$ cat src/design/hsm_pkg.sv
`timescale 1ns / 1ps
`default_nettype none

package hsm_pkg;

	localparam int TICK_W     = 64;
	localparam int STAT_W     = 32;
	localparam int FREQ_W     = 32;
	localparam int WORKER_W   = 64;
	localparam int CFG_IDX_W  = 3;
	localparam int CFG_DATA_W = 64;

	// Milliseconds per second, applied as a bit-serial constant multiplier.
	localparam int MUL_W = 10;
	localparam logic [MUL_W-1:0] MS_PER_S = 10'd1000;

	// Width of diff * 1000, which is both the serial pass length and the dividend width.
	localparam int DVD_W = TICK_W + MUL_W;
	localparam int CNT_W = $clog2(DVD_W + 1);

	localparam logic [FREQ_W-1:0] FREQ_DEFAULT   = 32'd54000000;
	localparam logic [TICK_W-1:0] THRESH_DEFAULT = 64'd486000000;

	localparam logic [CFG_IDX_W-1:0] CFG_ENABLE    = 3'd0;
	localparam logic [CFG_IDX_W-1:0] CFG_THRESHOLD = 3'd1;
	localparam logic [CFG_IDX_W-1:0] CFG_FREQ      = 3'd2;
	localparam logic [CFG_IDX_W-1:0] CFG_WORKER    = 3'd3;
	localparam logic [CFG_IDX_W-1:0] CFG_PET       = 3'd4;

	localparam logic [1:0] EV_NONE    = 2'd0;
	localparam logic [1:0] EV_ONSET   = 2'd1;
	localparam logic [1:0] EV_MID     = 2'd2;
	localparam logic [1:0] EV_RECOVER = 2'd3;

	typedef struct packed {
		logic [TICK_W-1:0]   now_tick;
		logic [TICK_W-1:0]   heartbeat_tick;
		logic [WORKER_W-1:0] worker_count;
	} sample_t;

	typedef struct packed {
		logic [1:0]          event_kind;
		logic [STAT_W-1:0]   stall_total;
		logic [STAT_W-1:0]   duration_ms;
		logic [STAT_W-1:0]   worst_duration_ms;
		logic [WORKER_W-1:0] worker_advance;
		logic                worker_valid;
		logic                led_on;
		logic                pet_strobe;
	} result_t;

	typedef struct packed {
		logic busy;
		logic done;
	} div_status_t;

endpackage

`default_nettype wire

$ cat src/design/hsm_serial_div.sv
`timescale 1ns / 1ps
`default_nettype none

module hsm_serial_div (
	input  wire logic                          clk,
	input  wire logic                          arst_n,
	input  wire logic                          start,
	input  wire logic [hsm_pkg::DVD_W-1:0]     dividend,
	input  wire logic [hsm_pkg::FREQ_W-1:0]    divisor,
	output hsm_pkg::div_status_t               status,
	output logic [hsm_pkg::STAT_W-1:0]         quotient
);

	// Restoring division, one quotient bit per cycle, MSB first.
	// Quotient bits that fall off the top of the 32-bit window set the saturation flag.
	logic [hsm_pkg::DVD_W-1:0]  dvd_q;
	logic [hsm_pkg::FREQ_W-1:0] dsr_q;
	logic [hsm_pkg::FREQ_W-1:0] rem_q;
	logic [hsm_pkg::STAT_W-1:0] quo_q;
	logic                       sat_q;
	logic [hsm_pkg::CNT_W-1:0]  cnt_q;
	logic                       busy_q;
	logic                       done_q;

	logic [hsm_pkg::FREQ_W:0]   trial;
	logic [hsm_pkg::FREQ_W:0]   diff;
	logic                       fits;

	assign trial = {rem_q, dvd_q[hsm_pkg::DVD_W-1]};
	assign fits  = trial >= {1'b0, dsr_q};
	assign diff  = trial - {1'b0, dsr_q};

	always_ff @(posedge clk or negedge arst_n) begin
		if (!arst_n) begin
			busy_q <= 1'b0;
			done_q <= 1'b0;
			cnt_q  <= '0;
		end else begin
			done_q <= 1'b0;
			if (start) begin
				busy_q <= 1'b1;
				cnt_q  <= '0;
			end else if (busy_q) begin
				if (cnt_q == hsm_pkg::CNT_W'(hsm_pkg::DVD_W - 1)) begin
					busy_q <= 1'b0;
					done_q <= 1'b1;
				end
				cnt_q <= cnt_q + 1'b1;
			end
		end
	end

	always_ff @(posedge clk) begin
		if (start) begin
			dvd_q <= dividend;
			dsr_q <= divisor;
			rem_q <= '0;
			quo_q <= '0;
			sat_q <= 1'b0;
		end else if (busy_q) begin
			dvd_q <= {dvd_q[hsm_pkg::DVD_W-2:0], 1'b0};
			rem_q <= fits ? diff[hsm_pkg::FREQ_W-1:0] : trial[hsm_pkg::FREQ_W-1:0];
			quo_q <= {quo_q[hsm_pkg::STAT_W-2:0], fits};
			sat_q <= sat_q | quo_q[hsm_pkg::STAT_W-1];
		end
	end

	assign status.busy = busy_q;
	assign status.done = done_q;
	assign quotient    = sat_q ? '1 : quo_q;

endmodule

`default_nettype wire

$ cat src/design/heartbeat_stall_monitor.sv
`timescale 1ns / 1ps
`default_nettype none

// Heartbeat stall monitor.
//
// The sample channel (sample_valid, sample_stall, sample) carries one word per
// heartbeat check: the watcher's tick, the core's last heartbeat stamp and the
// worker progress count. Every accepted word yields exactly one word on the
// result channel (result_valid, result_stall, result) with the event kind,
// the stall statistics, an optional worker-advance report and the lamp level.
// Configuration is written through cfg_we / cfg_index / cfg_data; the user must
// do so only while idle, as the block itself does not enforce it.
// All 64-bit arithmetic runs bit-serially, LSB first, in one pass that also
// forms diff * 1000 for the millisecond conversion. After the pass, the
// finish state loads the result into the output register, and sample_stall
// holds off the next sample until the block is back in idle. A recovery adds
// the restoring divider, one quotient bit per cycle, between the pass and the
// finish state. The next sample is taken once the result has entered the
// output register, so a result waiting on result_stall does not hold up the
// following sample; only a second finished result waits. Reset restores the
// configuration defaults (enabled, 9 s threshold at 54 MHz), clears the stall
// flag and counters and empties the output.

module heartbeat_stall_monitor (
	input  wire logic                              clk,
	input  wire logic                              arst_n,
	input  wire logic                              sample_valid,
	output logic                                   sample_stall,
	input  wire hsm_pkg::sample_t                  sample,
	output logic                                   result_valid,
	input  wire logic                              result_stall,
	output hsm_pkg::result_t                       result,
	input  wire logic                              cfg_we,
	input  wire logic [hsm_pkg::CFG_IDX_W-1:0]     cfg_index,
	input  wire logic [hsm_pkg::CFG_DATA_W-1:0]    cfg_data
);

	localparam logic [1:0] ST_IDLE = 2'd0;
	localparam logic [1:0] ST_PASS = 2'd1;
	localparam logic [1:0] ST_DIV  = 2'd2;
	localparam logic [1:0] ST_FIN  = 2'd3;

	localparam int TW = hsm_pkg::TICK_W;
	localparam int SW = hsm_pkg::STAT_W;
	localparam int WW = hsm_pkg::WORKER_W;

	// Configuration registers.
	logic                        enable_q;
	logic [TW-1:0]               thresh_q;
	logic [hsm_pkg::FREQ_W-1:0]  freq_q;
	logic                        wrk_armed_q;
	logic                        pet_armed_q;

	// Monitor state.
	logic                        stalled_q;
	logic [TW-1:0]               onset_hb_q;
	logic [WW-1:0]               worker_base_q;
	logic [TW-1:0]               next_rep_q;
	logic [SW-1:0]               stall_cnt_q;
	logic [SW-1:0]               worst_q;

	// Sequencer.
	logic [1:0]                  state_q;
	logic [hsm_pkg::CNT_W-1:0]   cnt_q;

	// Serial pass operands. Sample and state words rotate so they are intact afterwards.
	logic [TW-1:0]               now_sr_q;
	logic [TW-1:0]               hb_sr_q;
	logic [WW-1:0]               wk_sr_q;
	logic [TW-1:0]               thr_sr_q;
	logic [TW-1:0]               f2_sr_q;
	logic [hsm_pkg::FREQ_W-1:0]  freq_eff_q;

	// Serial pass results.
	logic [TW-1:0]               nrt_new_q;
	logic [WW-1:0]               adv_q;
	logic [hsm_pkg::DVD_W-1:0]   prod_q;
	logic                        bw_age_q;
	logic                        bw_dur_q;
	logic                        bw_adv_q;
	logic                        cy_rep_q;
	logic                        now_gt_hb_q;
	logic                        age_gt_thr_q;
	logic                        rep_gt_now_q;
	logic [hsm_pkg::MUL_W-2:0]   hist_q;
	logic [2:0]                  mcy_q;

	// Pending result fields.
	logic [1:0]                  res_kind_q;
	logic [SW-1:0]               res_dur_q;
	logic [WW-1:0]               res_adv_q;
	logic                        res_wv_q;
	logic                        res_pet_q;

	logic                        div_go_q;
	hsm_pkg::div_status_t        div_status;
	logic [SW-1:0]               div_quo;

	hsm_pkg::result_t            result_q;
	logic                        result_valid_q;

	logic                        take;
	logic                        pass_act;
	logic                        pass_last;
	logic                        b_now, b_hb, b_thr, b_rep, b_wk, b_wb, b_oh, b_f2;
	logic                        b_age, b_diff;
	logic [3:0]                  msum;
	logic                        stale;
	logic                        fin_go;

	assign take      = sample_valid && !sample_stall;
	assign pass_act  = cnt_q < hsm_pkg::CNT_W'(TW);
	assign pass_last = cnt_q == hsm_pkg::CNT_W'(hsm_pkg::DVD_W - 1);
	assign fin_go    = (state_q == ST_FIN) && (!result_valid_q || !result_stall);

	assign b_now = now_sr_q[0];
	assign b_hb  = hb_sr_q[0];
	assign b_thr = thr_sr_q[0];
	assign b_rep = next_rep_q[0];
	assign b_wk  = wk_sr_q[0];
	assign b_wb  = worker_base_q[0];
	assign b_oh  = onset_hb_q[0];
	assign b_f2  = f2_sr_q[0];

	assign b_age  = b_now ^ b_hb ^ bw_age_q;
	// Tick difference since the onset heartbeat, zero-padded past the tick width.
	assign b_diff = pass_act & (b_now ^ b_oh ^ bw_dur_q);

	// Constant multiply by 1000: sum the delayed difference bits at the set bit positions.
	always_comb begin
		msum = {1'b0, mcy_q} + 4'(hsm_pkg::MS_PER_S[0] & b_diff);
		for (int j = 1; j < hsm_pkg::MUL_W; j++) begin
			msum = msum + 4'(hsm_pkg::MS_PER_S[j] & hist_q[j-1]);
		end
	end

	assign stale = now_gt_hb_q && age_gt_thr_q;

	always_ff @(posedge clk or negedge arst_n) begin
		if (!arst_n) begin
			enable_q    <= 1'b1;
			thresh_q    <= hsm_pkg::THRESH_DEFAULT;
			freq_q      <= hsm_pkg::FREQ_DEFAULT;
			wrk_armed_q <= 1'b0;
			pet_armed_q <= 1'b0;
		end else if (cfg_we) begin
			case (cfg_index)
				hsm_pkg::CFG_ENABLE:    enable_q    <= cfg_data[0];
				hsm_pkg::CFG_THRESHOLD: thresh_q    <= cfg_data[TW-1:0];
				hsm_pkg::CFG_FREQ:      freq_q      <= cfg_data[hsm_pkg::FREQ_W-1:0];
				hsm_pkg::CFG_WORKER:    wrk_armed_q <= cfg_data[0];
				hsm_pkg::CFG_PET:       pet_armed_q <= cfg_data[0];
				default: ;
			endcase
		end
	end

	// Sequencer and monitor state.
	always_ff @(posedge clk or negedge arst_n) begin
		if (!arst_n) begin
			state_q        <= ST_IDLE;
			cnt_q          <= '0;
			div_go_q       <= 1'b0;
			stalled_q      <= 1'b0;
			onset_hb_q     <= '0;
			worker_base_q  <= '0;
			next_rep_q     <= '0;
			stall_cnt_q    <= '0;
			worst_q        <= '0;
			result_valid_q <= 1'b0;
		end else begin
			div_go_q <= 1'b0;
			if (result_valid_q && !result_stall) begin
				result_valid_q <= 1'b0;
			end
			case (state_q)
				ST_IDLE: begin
					if (take) begin
						state_q <= ST_PASS;
						cnt_q   <= '0;
					end
				end
				ST_PASS: begin
					cnt_q <= cnt_q + 1'b1;
					if (pass_act) begin
						onset_hb_q    <= {b_oh, onset_hb_q[TW-1:1]};
						worker_base_q <= {b_wb, worker_base_q[WW-1:1]};
						next_rep_q    <= {b_rep, next_rep_q[TW-1:1]};
					end
					if (pass_last) begin
						state_q <= ST_FIN;
						if (!enable_q) begin
							stalled_q <= 1'b0;
						end else if (stale) begin
							if (!stalled_q) begin
								stalled_q     <= 1'b1;
								onset_hb_q    <= hb_sr_q;
								worker_base_q <= wk_sr_q;
								next_rep_q    <= nrt_new_q;
								if (stall_cnt_q != '1) begin
									stall_cnt_q <= stall_cnt_q + 1'b1;
								end
							end else if (wrk_armed_q && !rep_gt_now_q) begin
								next_rep_q <= nrt_new_q;
							end
						end else if (stalled_q) begin
							stalled_q <= 1'b0;
							state_q   <= ST_DIV;
							div_go_q  <= 1'b1;
						end
					end
				end
				ST_DIV: begin
					if (div_status.done) begin
						state_q <= ST_FIN;
						if (div_quo > worst_q) begin
							worst_q <= div_quo;
						end
					end
				end
				ST_FIN: begin
					if (fin_go) begin
						state_q        <= ST_IDLE;
						result_valid_q <= 1'b1;
					end
				end
				default: state_q <= ST_IDLE;
			endcase
		end
	end

	// Serial datapath and pending result payload.
	always_ff @(posedge clk) begin
		if (state_q == ST_IDLE && take) begin
			now_sr_q     <= sample.now_tick;
			hb_sr_q      <= sample.heartbeat_tick;
			wk_sr_q      <= sample.worker_count;
			thr_sr_q     <= thresh_q;
			freq_eff_q   <= (freq_q == '0) ? hsm_pkg::FREQ_DEFAULT : freq_q;
			f2_sr_q      <= {(TW-1)'((freq_q == '0) ? hsm_pkg::FREQ_DEFAULT : freq_q), 1'b0};
			bw_age_q     <= 1'b0;
			bw_dur_q     <= 1'b0;
			bw_adv_q     <= 1'b0;
			cy_rep_q     <= 1'b0;
			now_gt_hb_q  <= 1'b0;
			age_gt_thr_q <= 1'b0;
			rep_gt_now_q <= 1'b0;
			hist_q       <= '0;
			mcy_q        <= '0;
		end else if (state_q == ST_PASS) begin
			if (pass_act) begin
				now_sr_q  <= {b_now, now_sr_q[TW-1:1]};
				hb_sr_q   <= {b_hb, hb_sr_q[TW-1:1]};
				wk_sr_q   <= {b_wk, wk_sr_q[WW-1:1]};
				thr_sr_q  <= {b_thr, thr_sr_q[TW-1:1]};
				f2_sr_q   <= {b_f2, f2_sr_q[TW-1:1]};
				nrt_new_q <= {b_now ^ b_f2 ^ cy_rep_q, nrt_new_q[TW-1:1]};
				adv_q     <= {b_wk ^ b_wb ^ bw_adv_q, adv_q[WW-1:1]};
				bw_age_q  <= (!b_now & b_hb) | (!(b_now ^ b_hb) & bw_age_q);
				bw_dur_q  <= (!b_now & b_oh) | (!(b_now ^ b_oh) & bw_dur_q);
				bw_adv_q  <= (!b_wk & b_wb) | (!(b_wk ^ b_wb) & bw_adv_q);
				cy_rep_q  <= (b_now & b_f2) | ((b_now ^ b_f2) & cy_rep_q);
				// LSB-first magnitude compares: a higher differing bit overrides.
				now_gt_hb_q  <= (b_now & !b_hb) | (!(b_now ^ b_hb) & now_gt_hb_q);
				age_gt_thr_q <= (b_age & !b_thr) | (!(b_age ^ b_thr) & age_gt_thr_q);
				rep_gt_now_q <= (b_rep & !b_now) | (!(b_rep ^ b_now) & rep_gt_now_q);
			end
			hist_q <= {hist_q[hsm_pkg::MUL_W-3:0], b_diff};
			mcy_q  <= msum[3:1];
			prod_q <= {msum[0], prod_q[hsm_pkg::DVD_W-1:1]};
			if (pass_last) begin
				res_kind_q <= hsm_pkg::EV_NONE;
				res_dur_q  <= '0;
				res_adv_q  <= '0;
				res_wv_q   <= 1'b0;
				res_pet_q  <= enable_q & pet_armed_q;
				if (enable_q) begin
					if (stale) begin
						if (!stalled_q) begin
							res_kind_q <= hsm_pkg::EV_ONSET;
						end else begin
							res_kind_q <= hsm_pkg::EV_MID;
							if (wrk_armed_q && !rep_gt_now_q) begin
								res_adv_q <= adv_q;
								res_wv_q  <= 1'b1;
							end
						end
					end else if (stalled_q) begin
						res_kind_q <= hsm_pkg::EV_RECOVER;
						if (wrk_armed_q) begin
							res_adv_q <= adv_q;
							res_wv_q  <= 1'b1;
						end
					end
				end
			end
		end else if (state_q == ST_DIV && div_status.done) begin
			res_dur_q <= div_quo;
		end
	end

	always_ff @(posedge clk) begin
		if (fin_go) begin
			result_q.event_kind        <= res_kind_q;
			result_q.stall_total       <= stall_cnt_q;
			result_q.duration_ms       <= res_dur_q;
			result_q.worst_duration_ms <= worst_q;
			result_q.worker_advance    <= res_adv_q;
			result_q.worker_valid      <= res_wv_q;
			result_q.led_on            <= stalled_q;
			result_q.pet_strobe        <= res_pet_q;
		end
	end

	hsm_serial_div u_div (
		.clk      (clk),
		.arst_n   (arst_n),
		.start    (div_go_q),
		.dividend (prod_q),
		.divisor  (freq_eff_q),
		.status   (div_status),
		.quotient (div_quo)
	);

	assign sample_stall = state_q != ST_IDLE;
	assign result_valid = result_valid_q;
	assign result       = result_q;

	// The divider only finishes while the sequencer waits for it.
	assert property (@(posedge clk) disable iff (!arst_n)
		div_status.done |-> state_q == ST_DIV)
		else $error("divider finished outside the divide state");

	// A worker report only accompanies a mid-stall sample or a recovery.
	assert property (@(posedge clk) disable iff (!arst_n)
		result_valid && result.worker_valid |->
			(result.event_kind == hsm_pkg::EV_MID || result.event_kind == hsm_pkg::EV_RECOVER))
		else $error("worker report on a sample that is neither mid-stall nor recovery");

	// A nonzero duration only appears on a recovery.
	assert property (@(posedge clk) disable iff (!arst_n)
		result_valid && result.duration_ms != '0 |-> result.event_kind == hsm_pkg::EV_RECOVER)
		else $error("duration reported outside a recovery");

	// The worst duration always covers the duration just reported.
	assert property (@(posedge clk) disable iff (!arst_n)
		result_valid |-> result.worst_duration_ms >= result.duration_ms)
		else $error("worst duration below reported duration");

endmodule

`default_nettype wire
$ cat config.mk
export PLATFORM = sky130hd
export DESIGN_NAME = heartbeat_stall_monitor
export DESIGN_NICKNAME = d
export VERILOG_FILES = /design/src/design/hsm_pkg.sv /design/src/design/hsm_serial_div.sv /design/src/design/heartbeat_stall_monitor.sv
export SDC_FILE = /design/constraint.sdc
export NUM_CORES = 2
export LEC_CHECK = 0
export BUFFER_PORTS_ARGS = -buffer_cell sky130_fd_sc_hd__clkbuf_2
export CAP_MARGIN = 25
export CORE_UTILIZATION = 30
export CTS_CLUSTER_SIZE = 28
export DETAILED_ROUTE_END_ITERATION = 16
export PLACE_DENSITY_LB_ADDON = 0.1
export SETUP_SLACK_MARGIN = 0.3
export SLEW_MARGIN = 15
export SYNTH_ARGS = -nofsm -noshare
export SYNTH_HDL_FRONTEND = slang
export SYNTH_SLANG_ARGS = --single-unit
$ cat constraint.sdc
create_clock -name clk -period 29.5 [get_ports clk]
set_input_delay 2.95 -clock clk [delete_from_list [all_inputs] [get_ports clk]]
set_output_delay 2.95 -clock clk [all_outputs]
set_load 0.02 [all_outputs]
# Yosys cells after proc, flatten, opt, wreduce, memory -nomap -nowiden
# Index checks and enable logic that the tools add are counted.
# op_classes
n_bitwise	36
magnitude_cmp	3
n_addsub	10
reduce_logical	46
mux	80
eq_ne	14
# ops
cell	count
$mux 64	36
$mux 32	6
$mux 74	2
$ge 33x32->1	1
$add 32x1->32 const B	1
$gt 32x32->1	1
$logic_not 32->1	1
$ne 32x32->1 const B	1
$sub 32x32->32	1
$mux 1	24
$mux 7	3
$add 4x1->4	5
$reduce_and 2->1	10
$and 1x1->1	16
$add 7x1->7 const B	2
$eq 7x7->1 const B	2
$mux 2	7
$pmux 7 s2	1
$logic_not 1->1	13
$reduce_and 3->1	4
$reduce_bool 2->1	6
$xor 1x1->1	10
$or 1x1->1	8
$pmux 2 s4	1
other kinds (16)	27
# word_totals
regBits	1385

# Depth between registers and ports, before layout
# depth
word_depth	7
depth_mapped	13
mapped_depth_nobuf	11

# Modules after synthesis
# From an unflattened synthesis, not the netlist that was laid out.
# unflattened
cells_unflattened	4231
area_unflattened_um2	54888.9
# modules_own_cells
mod	seq_area_each_um2	n_inst	cells_each	area_each_um2
heartbeat_stall_monitor	34185.3	1	3426	45854.0
hsm_serial_div	4709.5	1	805	9034.9

# Worst setup path before layout
# OpenSTA, ideal clock, no wires.
# synth_timing
path_type	input-to-reg
start	in result_stall
end	reg result_q (netlist bit result[0]), enable pin
path_slack_ns	13.749
arrival_time_ns	14.808
cell_stages	1
n_path_buf	0
path_cell_list	a21boi_0
# synth_between
elab_chain_len	3
# synth_lines
element	line_no	text
from (decl)	heartbeat_stall_monitor.sv:31	input wire logic result_stall,
$logic_not 1->1	heartbeat_stall_monitor.sv:114	assign fin_go = (state_q == ST_FIN) && (!result_valid_q || !result_stall);
$logic_or 1x1->1	heartbeat_stall_monitor.sv:114	
$logic_and 1x1->1	heartbeat_stall_monitor.sv:114	
to (decl)	heartbeat_stall_monitor.sv:99	hsm_pkg::result_t result_q;
# Every way passes these cells.
# A chain may end at the register's enable or synchronous reset.

==> reports/metrics.cfg <==
[critical_path]
critical_path.max_stage_delay_ns = 0.82
r2r_end = thr_sr_q[32]
required_ns = 30.45
cp_num_buf_inv = 5
path_delay_family = buffers and inverters
endpoint_kind = asynchronous set/reset pin
ff2ff_path_depth = 7
crit_slowest_cell = buf_4
critical_path.cell_chain = buf_8 > buf_4 > buf_4 > buf_4 > buf_16
regToRegSetupSlack_ns = 25.17
crit_fanout = 84
cp.arrival_ns = 6.05
crit_top_cell = buf_4
startpoint_type = input port
crit_type = in2async
reg2reg_from = state_q[1]

[placed_design]
place_area_um2 = 59520
port_buffers = 430
dp_cells = 6876
hpwlAfterDp_mm = 80.11
gp_congestion = 0.7755

[detailed_routing]
route.detailed.drc = 0
drtAntennaViolNets = 0
vias = 32784
viasPerCell = 4.559
drt_first_pass_iters = 5
drt_iter0_drc = 1857
wl_per_cell_um = 18.09
wl_mm = 130.1

[synth]
yosysSeqAreaShare_pct = 71.00
synth_edf_count = 924
ys_types = 68
ys_seq_elements = 1385
netlist_area_um2 = 54780
ys.flop_type = edfxtp_1
async_reset_ff_share_pct = 27.15
synth_area_per_cell_um2 = 12.87
synth_fp_nets = 4610
synth_warnings = 0
netlist_instances = 4256

[flow_run]
cap_violations = 0

[cells_and_area]
stdcell_count = 7191
fin_nets = 5033
area_delta_synth_final_pct = 19.07
largest_reg_flops = 165
drive_above_1_share_pct = 21.44
fin_area_um2 = 65230

[global_route]
gr-usage-all-layers_pct = 14.12
first_global_vias = 33796
grt_max_degree = 187
grt_pass1_wl_mm = 203.7
grt-ovfl-total = 0
antenna_found_initial = 21

[sta]
drv_slew = 0
max_freq_mhz = 196.2
period_share_pct = 17.27
worst_slew_pin_slew_ns = 1.018
setup_viol = 0
max_slew_margin_pct = 32.12
setup-tns-final_ns = 0
rsz0062_at_grt = false
fin_crit_ns = 5.096
finalHoldViolCount = 0
finalClockSkew_ns = 0.02690

[clock_network]
clock-sinks = 1385
cts_root_buf = clkbuf_16
cts-buffers-inserted = 162
post_cts_resized = 0
cts_tree = built
cts_setup_buffers = 0
ctsHoldBuffers = 0
insertion_delay_ns = 0.79
h-tree-depth = 4
cts_buffer_depth = 3
clk_pin_slew_ns = 0.06

[min_path]
worstHoldStart = freq_eff_q[29]
hold_class = reg2reg
whs_endpoint = u_div.dsr_q[29]
min_path_cells = 0

[pwr]
power_switching_share_pct = 29.75
pwr-share-clk_pct = 32.6
p_leak_uw = 0.02548
p_switching_uw = 1869
p_int_uw = 4413
powerDensity_nw_per_um2 = 96.31
power_frac_seq_pct = 49.4
vdd_drop_max_mv = 0.06588
power_frac_comb_pct = 18.0

[floorplanning]
coreArea_um2 = 181100
die_h_um = 429.3
initial_core_util_pct = 30.24
die_x_um = 429.3
ioPinCount = 431
rows = 156
die_area_um2 = 184300

[outcome]
outcome = finished, final reports clean

## layer usage
layer  vias up  wire (um)  global-route usage [%]
li1      15835          -                       -
met1     16092      61260                   19.30
met2       606      59070                   21.85
met3       221       6277                   3.380
met4        30       3281                   4.806
met5         -        218                       0
## cell families after synthesis
family / after synthesis / share of synthesized area (%)
AND/OR/NAND/NOR: 1718 / 13.27
XOR/XNOR: 59 / 0.9433
flip-flops: 1385 / 71.00
AO/OA/AOI/OAI: 443 / 5.436
adder cells (fa/ha/maj): 90 / 2.179
multiplexers: 247 / 4.981
buffers and inverters: 314 / 2.190
## power by group through the flow
| stage | logic, uW | clock network, uW | registers, uW |
|---|---|---|---|
| after floorplan | 707 | 0 | 3250 |
| after global placement | 1140 | 0 | 3150 |
| after detailed placement | 1150 | 0 | 3150 |
| after CTS | 1150 | 2130 | 3120 |
| after global routing | 1290 | 2200 | 3170 |
| final | 1130 | 2050 | 3100 |
## worst register-to-register path: stages, from the launching register on
cell      delay (ns)
dfrtp_1         0.42
inv_1           0.14
ha_4            0.62
nand2b_4        0.51
nand2_4         0.21
buf_12          0.32
buf_4           0.86
buf_4           0.84
## worst max-delay path by stage
stage,startpoint,to,slack (ns),cells past startpoint
4_1_cts,arst_n,onset_hb_q[8],23.92,4
2_1_floorplan,result_stall,result[0],13.75,1
3_3_place_gp,arst_n,worker_base_q[32],23.07,4
3_5_place_dp,arst_n,worker_base_q[32],23.05,4
5_1_grt,arst_n,next_rep_q[34],23.98,5
6_report,arst_n,worker_base_q[34],24.40,5
## cell usage in the layout, fill, tap and decap left out, types with 35 or more instances in the layout
master	Yosys	routed
edfxtp_1	924	924
nand2_1	881	878
nor2_1	505	501
clkbuf_2	0	429
dfrtp_1	346	344
mux2_2	205	205
o22ai_1	195	195
clkbuf_16	0	169
and2_1	134	134
inv_1	94	94
dfxtp_1	85	85
ha_1	81	80
a21oi_1	55	52
or2_2	50	50
mux2i_1	42	42
o21ai_0	37	37
buf_4	2	36
nand3_1	35	35
## cells in the mapped netlist, drive strengths merged (30+ instances only)
| library cell | n | share of area [%] |
|---|---|---|
| mux2i | 42 | 0.77 |
| nand3 | 36 | 0.34 |
| nor2 | 507 | 3.5 |
| buf | 33 | 0.26 |
| mux2 | 205 | 4.2 |
| ha | 81 | 1.9 |
| or2 | 50 | 0.57 |
| inv | 95 | 0.65 |
| nand2 | 881 | 6.0 |
| dfxtp | 85 | 3.1 |
| o21ai | 37 | 0.34 |
| a21oi | 56 | 0.53 |
| edfxtp | 924 | 51 |
| dfrtp | 346 | 16 |
| a22o | 32 | 0.51 |
| and2 | 134 | 1.5 |
| xnor2 | 34 | 0.54 |
| dfstp | 30 | 1.4 |
| o22ai | 195 | 2.2 |
| clkbuf | 186 | 1.3 |
## layout make-up
| cell class | instances | area [um^2] |
|---|---|---|
| clock buffers | 223 | 4632 |
| repair buffers | 478 | 2728 |
| clock inverters | 79 | 822.0 |
| flip-flops and latches | 1385 | 38900 |
| well taps | 2370 | 2965 |
| fillers | 17783 | 115900 |
| diodes | 4 | 10.01 |
| inverters | 95 | 364.1 |
| multi-input cells | 2557 | 14810 |
## metrics by stage
stage               total power, uW  utilization, %  hold slack, ns  worst slack (ns)
floorplan                      3962               -          0.4003             13.75
global placement               4284           32.85          0.4021             23.07
detailed placement             4300           32.86          0.4045             23.05
CTS                            6404           35.87          0.4071             23.92
global route                   6661           36.01          0.4176             23.98
finish                         6282           36.01          0.4073             24.40
(Power assumes the default switching activity.)
